==> src/backslash_escape_decoder_defines.svh <==
// Assertion macros shared by the backslash escape decoder RTL.
// Expects a clock named clk and an active-low reset named rst_n in scope.
`ifndef BACKSLASH_ESCAPE_DECODER_DEFINES_SVH
`define BACKSLASH_ESCAPE_DECODER_DEFINES_SVH

// Checks a property on every rising edge once reset has been released.
`define BED_ASSERT(lbl, prop, msg) \
  lbl: assert property (@(posedge clk) disable iff (!rst_n) (prop)) else $error(msg);

// Checks a property on every rising edge, reset included.
`define BED_ASSERT_ALWAYS(lbl, prop, msg) \
  lbl: assert property (@(posedge clk) (prop)) else $error(msg);

`endif

==> src/bed_pkg.sv <==
// Package for the backslash escape decoder: character codes, decoder modes
// and the result entry type. No dependencies.
`timescale 1ns / 1ps

package bed_pkg;

  localparam logic [7:0] CH_NUL  = 8'h00;
  localparam logic [7:0] CH_BSL  = 8'h5C;
  localparam logic [7:0] CH_ZERO = 8'h30;
  localparam logic [7:0] CH_NINE = 8'h39;
  localparam logic [7:0] CH_N    = 8'h6E;
  localparam logic [7:0] CH_R    = 8'h72;
  localparam logic [7:0] CH_T    = 8'h74;
  localparam logic [7:0] CH_LF   = 8'h0A;
  localparam logic [7:0] CH_CR   = 8'h0D;
  localparam logic [7:0] CH_TAB  = 8'h09;

  localparam int unsigned MAX_RESULTS = 3;
  localparam int unsigned VALUE_W     = 7;
  localparam logic [VALUE_W-1:0] VALUE_MAX = 7'd99;

  typedef enum logic [1:0] {
    MODE_PLAIN = 2'd0,
    MODE_ESC   = 2'd1,
    MODE_DIG1  = 2'd2,
    MODE_DIG2  = 2'd3
  } mode_t;

  typedef struct packed {
    logic [7:0] data;
    logic       term;
  } res_t;

endpackage

==> src/backslash_escape_decoder.sv <==
// Backslash escape decoder, top level. Depends on bed_pkg and on the
// assertion macros in backslash_escape_decoder_defines.svh.
`timescale 1ns / 1ps
`include "backslash_escape_decoder_defines.svh"

// One input byte is decoded in the cycle it is accepted and its results are
// loaded into a three-entry result register, which presents one result per
// cycle while out_ready is high. A byte that yields one result or none is
// accepted every cycle as long as out_ready is high, even while the previous
// result is being taken. A byte that yields several results (a flushed digit
// escape may give up to three) holds the result register until its last result
// is being taken, and the next byte waits. The final result of each byte carries out_last_of_run.
module backslash_escape_decoder
  import bed_pkg::*;
(
  input  logic       clk,
  input  logic       rst_n,
  input  logic       in_valid,
  output logic       in_ready,
  input  logic [7:0] in_byte,
  output logic       out_valid,
  input  logic       out_ready,
  output logic [7:0] out_byte,
  output logic       out_is_terminator,
  output logic       out_last_of_run
);

  mode_t              mode_r, mode_nxt;
  logic [VALUE_W-1:0] value_r, value_nxt;
  logic [1:0]         cnt_r, cnt_nxt;
  res_t               buf_r [MAX_RESULTS];
  res_t               buf_nxt [MAX_RESULTS];

  logic       in_fire, out_fire, is_digit;
  logic [3:0] digit;
  logic [9:0] tens, full_value, flush_value;
  res_t       flush_e0, flush_e1, plain_e;
  logic [1:0] flush_n;
  logic       plain_n, do_flush, do_plain;
  mode_t      plain_mode;
  res_t       res [MAX_RESULTS];
  logic [1:0] res_n;

  assign out_fire  = out_valid && out_ready;
  assign in_ready  = (cnt_r == 2'd0) || ((cnt_r == 2'd1) && out_ready);
  assign in_fire   = in_valid && in_ready;
  assign out_valid = (cnt_r != 2'd0);
  assign out_byte          = buf_r[0].data;
  assign out_is_terminator = buf_r[0].term;
  assign out_last_of_run   = (cnt_r == 2'd1);

  always_comb begin
    is_digit   = (in_byte >= CH_ZERO) && (in_byte <= CH_NINE);
    digit      = in_byte[3:0];
    tens       = {value_r, 3'b000} + {2'b00, value_r, 1'b0};
    full_value = tens + {6'd0, digit};

    // Plain-text handling of the current byte.
    if (in_byte == CH_NUL) begin
      plain_e    = '{data: CH_NUL, term: 1'b1};
      plain_n    = 1'b1;
      plain_mode = MODE_PLAIN;
    end else if (in_byte == CH_BSL) begin
      plain_e    = '{data: in_byte, term: 1'b0};
      plain_n    = 1'b0;
      plain_mode = MODE_ESC;
    end else begin
      plain_e    = '{data: in_byte, term: 1'b0};
      plain_n    = 1'b1;
      plain_mode = MODE_PLAIN;
    end

    do_flush    = 1'b0;
    do_plain    = 1'b0;
    flush_value = {3'd0, value_r};
    mode_nxt    = mode_r;
    value_nxt   = value_r;
    res[0]      = plain_e;
    res[1]      = plain_e;
    res[2]      = plain_e;
    res_n       = 2'd0;

    case (mode_r)
      MODE_PLAIN: begin
        do_plain = 1'b1;
      end
      MODE_ESC: begin
        if (is_digit) begin
          mode_nxt  = MODE_DIG1;
          value_nxt = {3'd0, digit};
        end else if (in_byte == CH_NUL) begin
          do_plain = 1'b1;
        end else begin
          mode_nxt = MODE_PLAIN;
          res_n    = 2'd1;
          case (in_byte)
            CH_N:    res[0] = '{data: CH_LF, term: 1'b0};
            CH_R:    res[0] = '{data: CH_CR, term: 1'b0};
            CH_T:    res[0] = '{data: CH_TAB, term: 1'b0};
            default: res[0] = '{data: in_byte, term: 1'b0};
          endcase
        end
      end
      MODE_DIG1: begin
        if (is_digit) begin
          mode_nxt  = MODE_DIG2;
          value_nxt = full_value[VALUE_W-1:0];
        end else begin
          do_flush = 1'b1;
          do_plain = 1'b1;
        end
      end
      MODE_DIG2: begin
        do_flush = 1'b1;
        if (is_digit) begin
          flush_value = full_value;
          mode_nxt    = MODE_PLAIN;
        end else begin
          do_plain = 1'b1;
        end
      end
      default: begin
        mode_nxt = MODE_PLAIN;
      end
    endcase

    // A flushed value of zero comes out as a backslash followed by '0'.
    if (flush_value == 10'd0) begin
      flush_e0 = '{data: CH_BSL, term: 1'b0};
      flush_e1 = '{data: CH_ZERO, term: 1'b0};
      flush_n  = 2'd2;
    end else begin
      flush_e0 = '{data: flush_value[7:0], term: 1'b0};
      flush_e1 = '{data: flush_value[7:0], term: 1'b0};
      flush_n  = 2'd1;
    end

    if (do_plain) begin
      mode_nxt = plain_mode;
      if (do_flush) begin
        res[0] = flush_e0;
        if (flush_n == 2'd2) begin
          res[1] = flush_e1;
          res[2] = plain_e;
        end else begin
          res[1] = plain_e;
        end
        res_n = flush_n + {1'b0, plain_n};
      end else begin
        res[0] = plain_e;
        res_n  = {1'b0, plain_n};
      end
    end else if (do_flush) begin
      res[0] = flush_e0;
      res[1] = flush_e1;
      res_n  = flush_n;
    end

    if (mode_nxt == MODE_PLAIN) begin
      value_nxt = '0;
    end
  end

  always_comb begin
    cnt_nxt = cnt_r;
    buf_nxt = buf_r;
    if (in_fire) begin
      cnt_nxt = res_n;
      buf_nxt = res;
    end else if (out_fire) begin
      cnt_nxt    = cnt_r - 2'd1;
      buf_nxt[0] = buf_r[1];
      buf_nxt[1] = buf_r[2];
    end
  end

  always_ff @(posedge clk) begin
    if (!rst_n) begin
      mode_r  <= MODE_PLAIN;
      value_r <= '0;
      cnt_r   <= 2'd0;
    end else begin
      cnt_r <= cnt_nxt;
      if (in_fire) begin
        mode_r  <= mode_nxt;
        value_r <= value_nxt;
      end
    end
  end

  always_ff @(posedge clk) begin
    buf_r <= buf_nxt;
  end

  `BED_ASSERT(a_plain_clears_value, (mode_r == MODE_PLAIN) |-> (value_r == '0), "value held in plain mode")
  `BED_ASSERT(a_value_in_range, value_r <= VALUE_MAX, "digit value above 99")
  `BED_ASSERT(a_term_is_last, (out_valid && out_is_terminator) |-> out_last_of_run, "terminator not last of run")
  `BED_ASSERT(a_load_only_when_draining, in_fire |-> (cnt_r <= 2'd1), "results overwritten before delivery")
  `BED_ASSERT_ALWAYS(a_reset_empties, (!rst_n) |=> (cnt_r == 2'd0), "result register not empty after reset")

endmodule
==> config.mk <==
export PLATFORM = sky130hd
export DESIGN_NAME = backslash_escape_decoder
export DESIGN_NICKNAME = d
export VERILOG_FILES = /design/src/bed_pkg.sv /design/src/backslash_escape_decoder.sv
export VERILOG_INCLUDE_DIRS = /design/src /design/src/src
export SDC_FILE = /design/constraint.sdc
export NUM_CORES = 1
export LEC_CHECK = 0
export ABC_CLOCK_PERIOD_IN_PS = 7900
export BUFFER_PORTS_ARGS = -buffer_cell sky130_fd_sc_hd__buf_2
export CAP_MARGIN = 25
export CORE_AREA = 2 2 88 90
export CTS_BUF_LIST = sky130_fd_sc_hd__clkbuf_8
export DETAILED_ROUTE_END_ITERATION = 6
export DIE_AREA = 0 0 90 92
export PLACE_DENSITY = 0.68
export SYNTH_ARGS = -nofsm -noshare
export SYNTH_HDL_FRONTEND = slang
export SYNTH_SLANG_ARGS = --single-unit
==> constraint.sdc <==
create_clock -name clk -period 7.9 [get_ports clk]
set_clock_uncertainty 0.15 [all_clocks]
set_input_delay 0.395 -clock clk [delete_from_list [all_inputs] [get_ports clk]]
set_output_delay 0.395 -clock clk [all_outputs]
set_load 0.005 [all_outputs]
==> reports/results.ini <==
[outcome]
status = complete, no violations

[sta]
setup_slack_ns = 4.09
final.setup.tns_ns = 0
final.period_utilization = 0.483
finalSetupViolCount = 0
whs_ns = 0.228
final_hold_viol_count = 0
rsz0062_at_grt = false
min_period_ns = 3.81
fmax_mhz = 262
tightestPinTransition_ns = 0.747
slew-limit-headroom = 0.501
slew_violations = 0

[cells_and_area]
design_area_um2 = 3080
final_layout_size_suffix_gt1_frac = 0.190
fill_cells = 748
diodes = 0
syn_to_final_growth_pct = 7.37
nets = 333

[synthesis]
ys_types = 73
synthFlopType = edfxtp_1
synth_area_leaders = edfxtp_1 28%, ha_1 8.7%, dfxtp_1 7.7%
netlist_area_um2 = 2870
yosys_register_bits = 38
synth_edf_count = 27
syn-instance-count = 298
synth_top_cell_by_area = edfxtp_1
netlist.area_leader.share = 0.283
synth_nets = 332
yosysWarnings = 0
async_flop_share = 0
synth-seq-area-share = 0.359
syn-mean-instance-area_um2 = 9.63

[clocking]
cts_setup_buffers = 0
hold_buffers = 0
clk_latency_ns = 0.30
clock-sinks = 38
root_buffer = clkbuf_8
clk_path_buf_depth = 2
cts_tree = yes
cts_resized = 0
cts-buffers-inserted = 5
cts.htree.levels = 2
clk_pin_slew_ns = 0.08

[setup_path]
path_buf_inv = 1
path_delay_family = adder cells
endpoint_kind = register
cp_slowest_cell = fa_1
slowest_delay_ns = 0.51
cp_max_fo = 8
cp.required_ns = 7.98
worstSetupStartpoint = value_r[0]$_SDFFE_PN0P_
r2r_start = value_r[0]$_SDFFE_PN0P_
cp-endpoint = cnt_r[0]$_SDFFE_PN0P_
path_depth = 14
reg2reg_setup_slack_ns = 4.09
crit_type = reg2reg
ff2ff_path_depth = 14
r2r_end = cnt_r[0]$_SDFFE_PN0P_
cp.arrival_ns = 3.90
critPathLaunchType = register
path_cells = inv_1 -> fa_1 -> fa_1 -> nand2b_1 -> a21oi_1 -> o31ai_2 -> xnor2_1 -> o31ai_4 -> nand2_1 -> ha_1 -> mux2_2 -> a21oi_1 -> o21ai_0 -> a31oi_1

[routing]
first_pass_iters = 4
drt-total-wl_um = 6320
drt_iter0_markers = 157
drc = 0
routedWlPerCell_um = 15.7
viasPerCell = 5.43
vias = 2184
postRouteAntennaNets = 0

[placement]
place_area_um2 = 2950
dp_hpwl_um = 4720
io_buffers = 23
dp_slack_ns = 3.88
finalWeightedCongestion = 0.888

[floorplanning]
die_y_um = 92
core-area_um2 = 7450
dieArea_um2 = 8280
start_util = 0.385
placementRows = 32
die_x_um = 90
pin_count = 24

[global_routing]
grt_usage = 0.162
gr-total-overflow = 0
grt_max_degree = 28
antenna_found_initial = 0
grt_pass1_vias = 2146
grt_pass1_wl_um = 10900

[run]
drv_cap = 0

[pwr]
ir_drop_mv = 0.0646
leakagePower_nw = 1.20
p_per_area_nw_per_um2 = 196

[min_path]
hold_path_class = in2reg

[stage by stage]
| step | power (mW) | util | std cells |
|---|---|---|---|
| 2_1_floorplan | 0.381 | - | 298 |
| 3_3_place_gp | 0.407 | 0.396 | 394 |
| 3_5_place_dp | 0.412 | 0.396 | 394 |
| 4_1_cts | 0.609 | 0.414 | 402 |
| 5_1_grt | 0.636 | 0.414 | 402 |
| 6_report | 0.603 | 0.414 | 402 |
[metal layers]
layer,vias up,global-route usage,wire length [um],share of wire
met5,-,0,0,0
met4,0,0.0410,99,0.016
met3,9,0.0304,282,0.045
met2,57,0.261,2890,0.46
met1,1031,0.226,3040,0.48
li1,1087,-,-,-
[how the worst min path moves through the flow]
stage / startpoint / to / slack, ns / cells past startpoint
6_report: in_byte[6] / buf_r[7]$_DFFE_PP_ / 0.23 / 1
5_1_grt: in_byte[6] / buf_r[7]$_DFFE_PP_ / 0.23 / 1
4_1_cts: in_byte[6] / buf_r[7]$_DFFE_PP_ / 0.22 / 1
3_5_place_dp: buf_r[15]$_DFFE_PP_ / out_byte[5]$_DFFE_PP_ / 0.37 / 2
3_3_place_gp: buf_r[17]$_DFFE_PP_ / out_byte[7]$_DFFE_PP_ / 0.36 / 2
2_1_floorplan: value_r[2]$_SDFFE_PN0P_ / value_r[2]$_SDFFE_PN0P_ / 0.33 / 2
[synthesized netlist by cell type (2+ instances only)]
| cell | instances |
|---|---|
| nand2_1 | 28 |
| o31ai_1 | 3 |
| mux2_2 | 5 |
| nand2b_1 | 2 |
| nor4_1 | 3 |
| edfxtp_1 | 27 |
| buf_2 | 4 |
| a221o_1 | 2 |
| fa_1 | 2 |
| ha_1 | 20 |
| buf_4 | 10 |
| a22o_1 | 3 |
| o21ai_1 | 2 |
| nor3b_1 | 2 |
| clkbuf_1 | 12 |
| nand3_1 | 8 |
| mux2i_1 | 10 |
| xor2_1 | 3 |
| o21a_1 | 2 |
| nor2_1 | 21 |
| nor3_1 | 6 |
| inv_1 | 16 |
| nand4_1 | 3 |
| a21o_1 | 3 |
| a21o_2 | 2 |
| nor2b_1 | 2 |
| dfxtp_1 | 11 |
| a21oi_1 | 20 |
| and2_1 | 3 |
| a21oi_4 | 3 |
| xnor2_1 | 4 |
| a31oi_1 | 6 |
| o21ai_0 | 10 |
[power breakdown]
part | internal (mW) | switching [mW]
sequential | 0.258 | 0.00832
combinational | 0.0541 | 0.0848
clock | 0.125 | 0.0730
[placed cells by master (no fill, tap or decap), types with 3 or more instances in the layout]
cell type	instances
a21oi_1	20
nor2_1	21
a22o_1	3
nor4_1	3
xor2_1	3
clkbuf_8	5
nor3_1	6
a31oi_1	6
and2_1	3
edfxtp_1	27
o21ai_0	10
ha_1	20
nand3_1	8
mux2i_1	10
xnor2_1	4
a21oi_4	3
nand4_1	3
o31ai_1	3
a21o_1	3
inv_1	16
buf_2	23
mux2_2	5
nand2_1	28
dfxtp_1	11
[state kept, by name, indices dropped and copies added, names as in the netlist]
register           flops
out_is_terminator      1
cnt_r                  2
mode_r                 2
value_r                7
out_byte               8
buf_r                 18
[final cells by class]
cell class                 count  area, um^2  share of cell area
clock inverter                 3        63.8              0.0207
timing repair buffer          24         123              0.0398
clock buffer                   5        68.8              0.0223
tap                          102         128              0.0414
multi-input combinational    213        1600               0.519
sequential                    38        1030               0.335
inverter                      17        66.3              0.0215
[kinds of logic after synthesis]
group,Yosys count,synth area share
XOR/XNOR,7,0.0214
buffers and inverters,47,0.0829
multiplexers,15,0.0545
flip-flops,38,0.359
adder cells (fa/ha/maj),22,0.101
AND/OR/NAND/NOR,88,0.154
AO/OA/AOI/OAI,81,0.227
No activity file was read; power rests on OpenSTA's default activity.
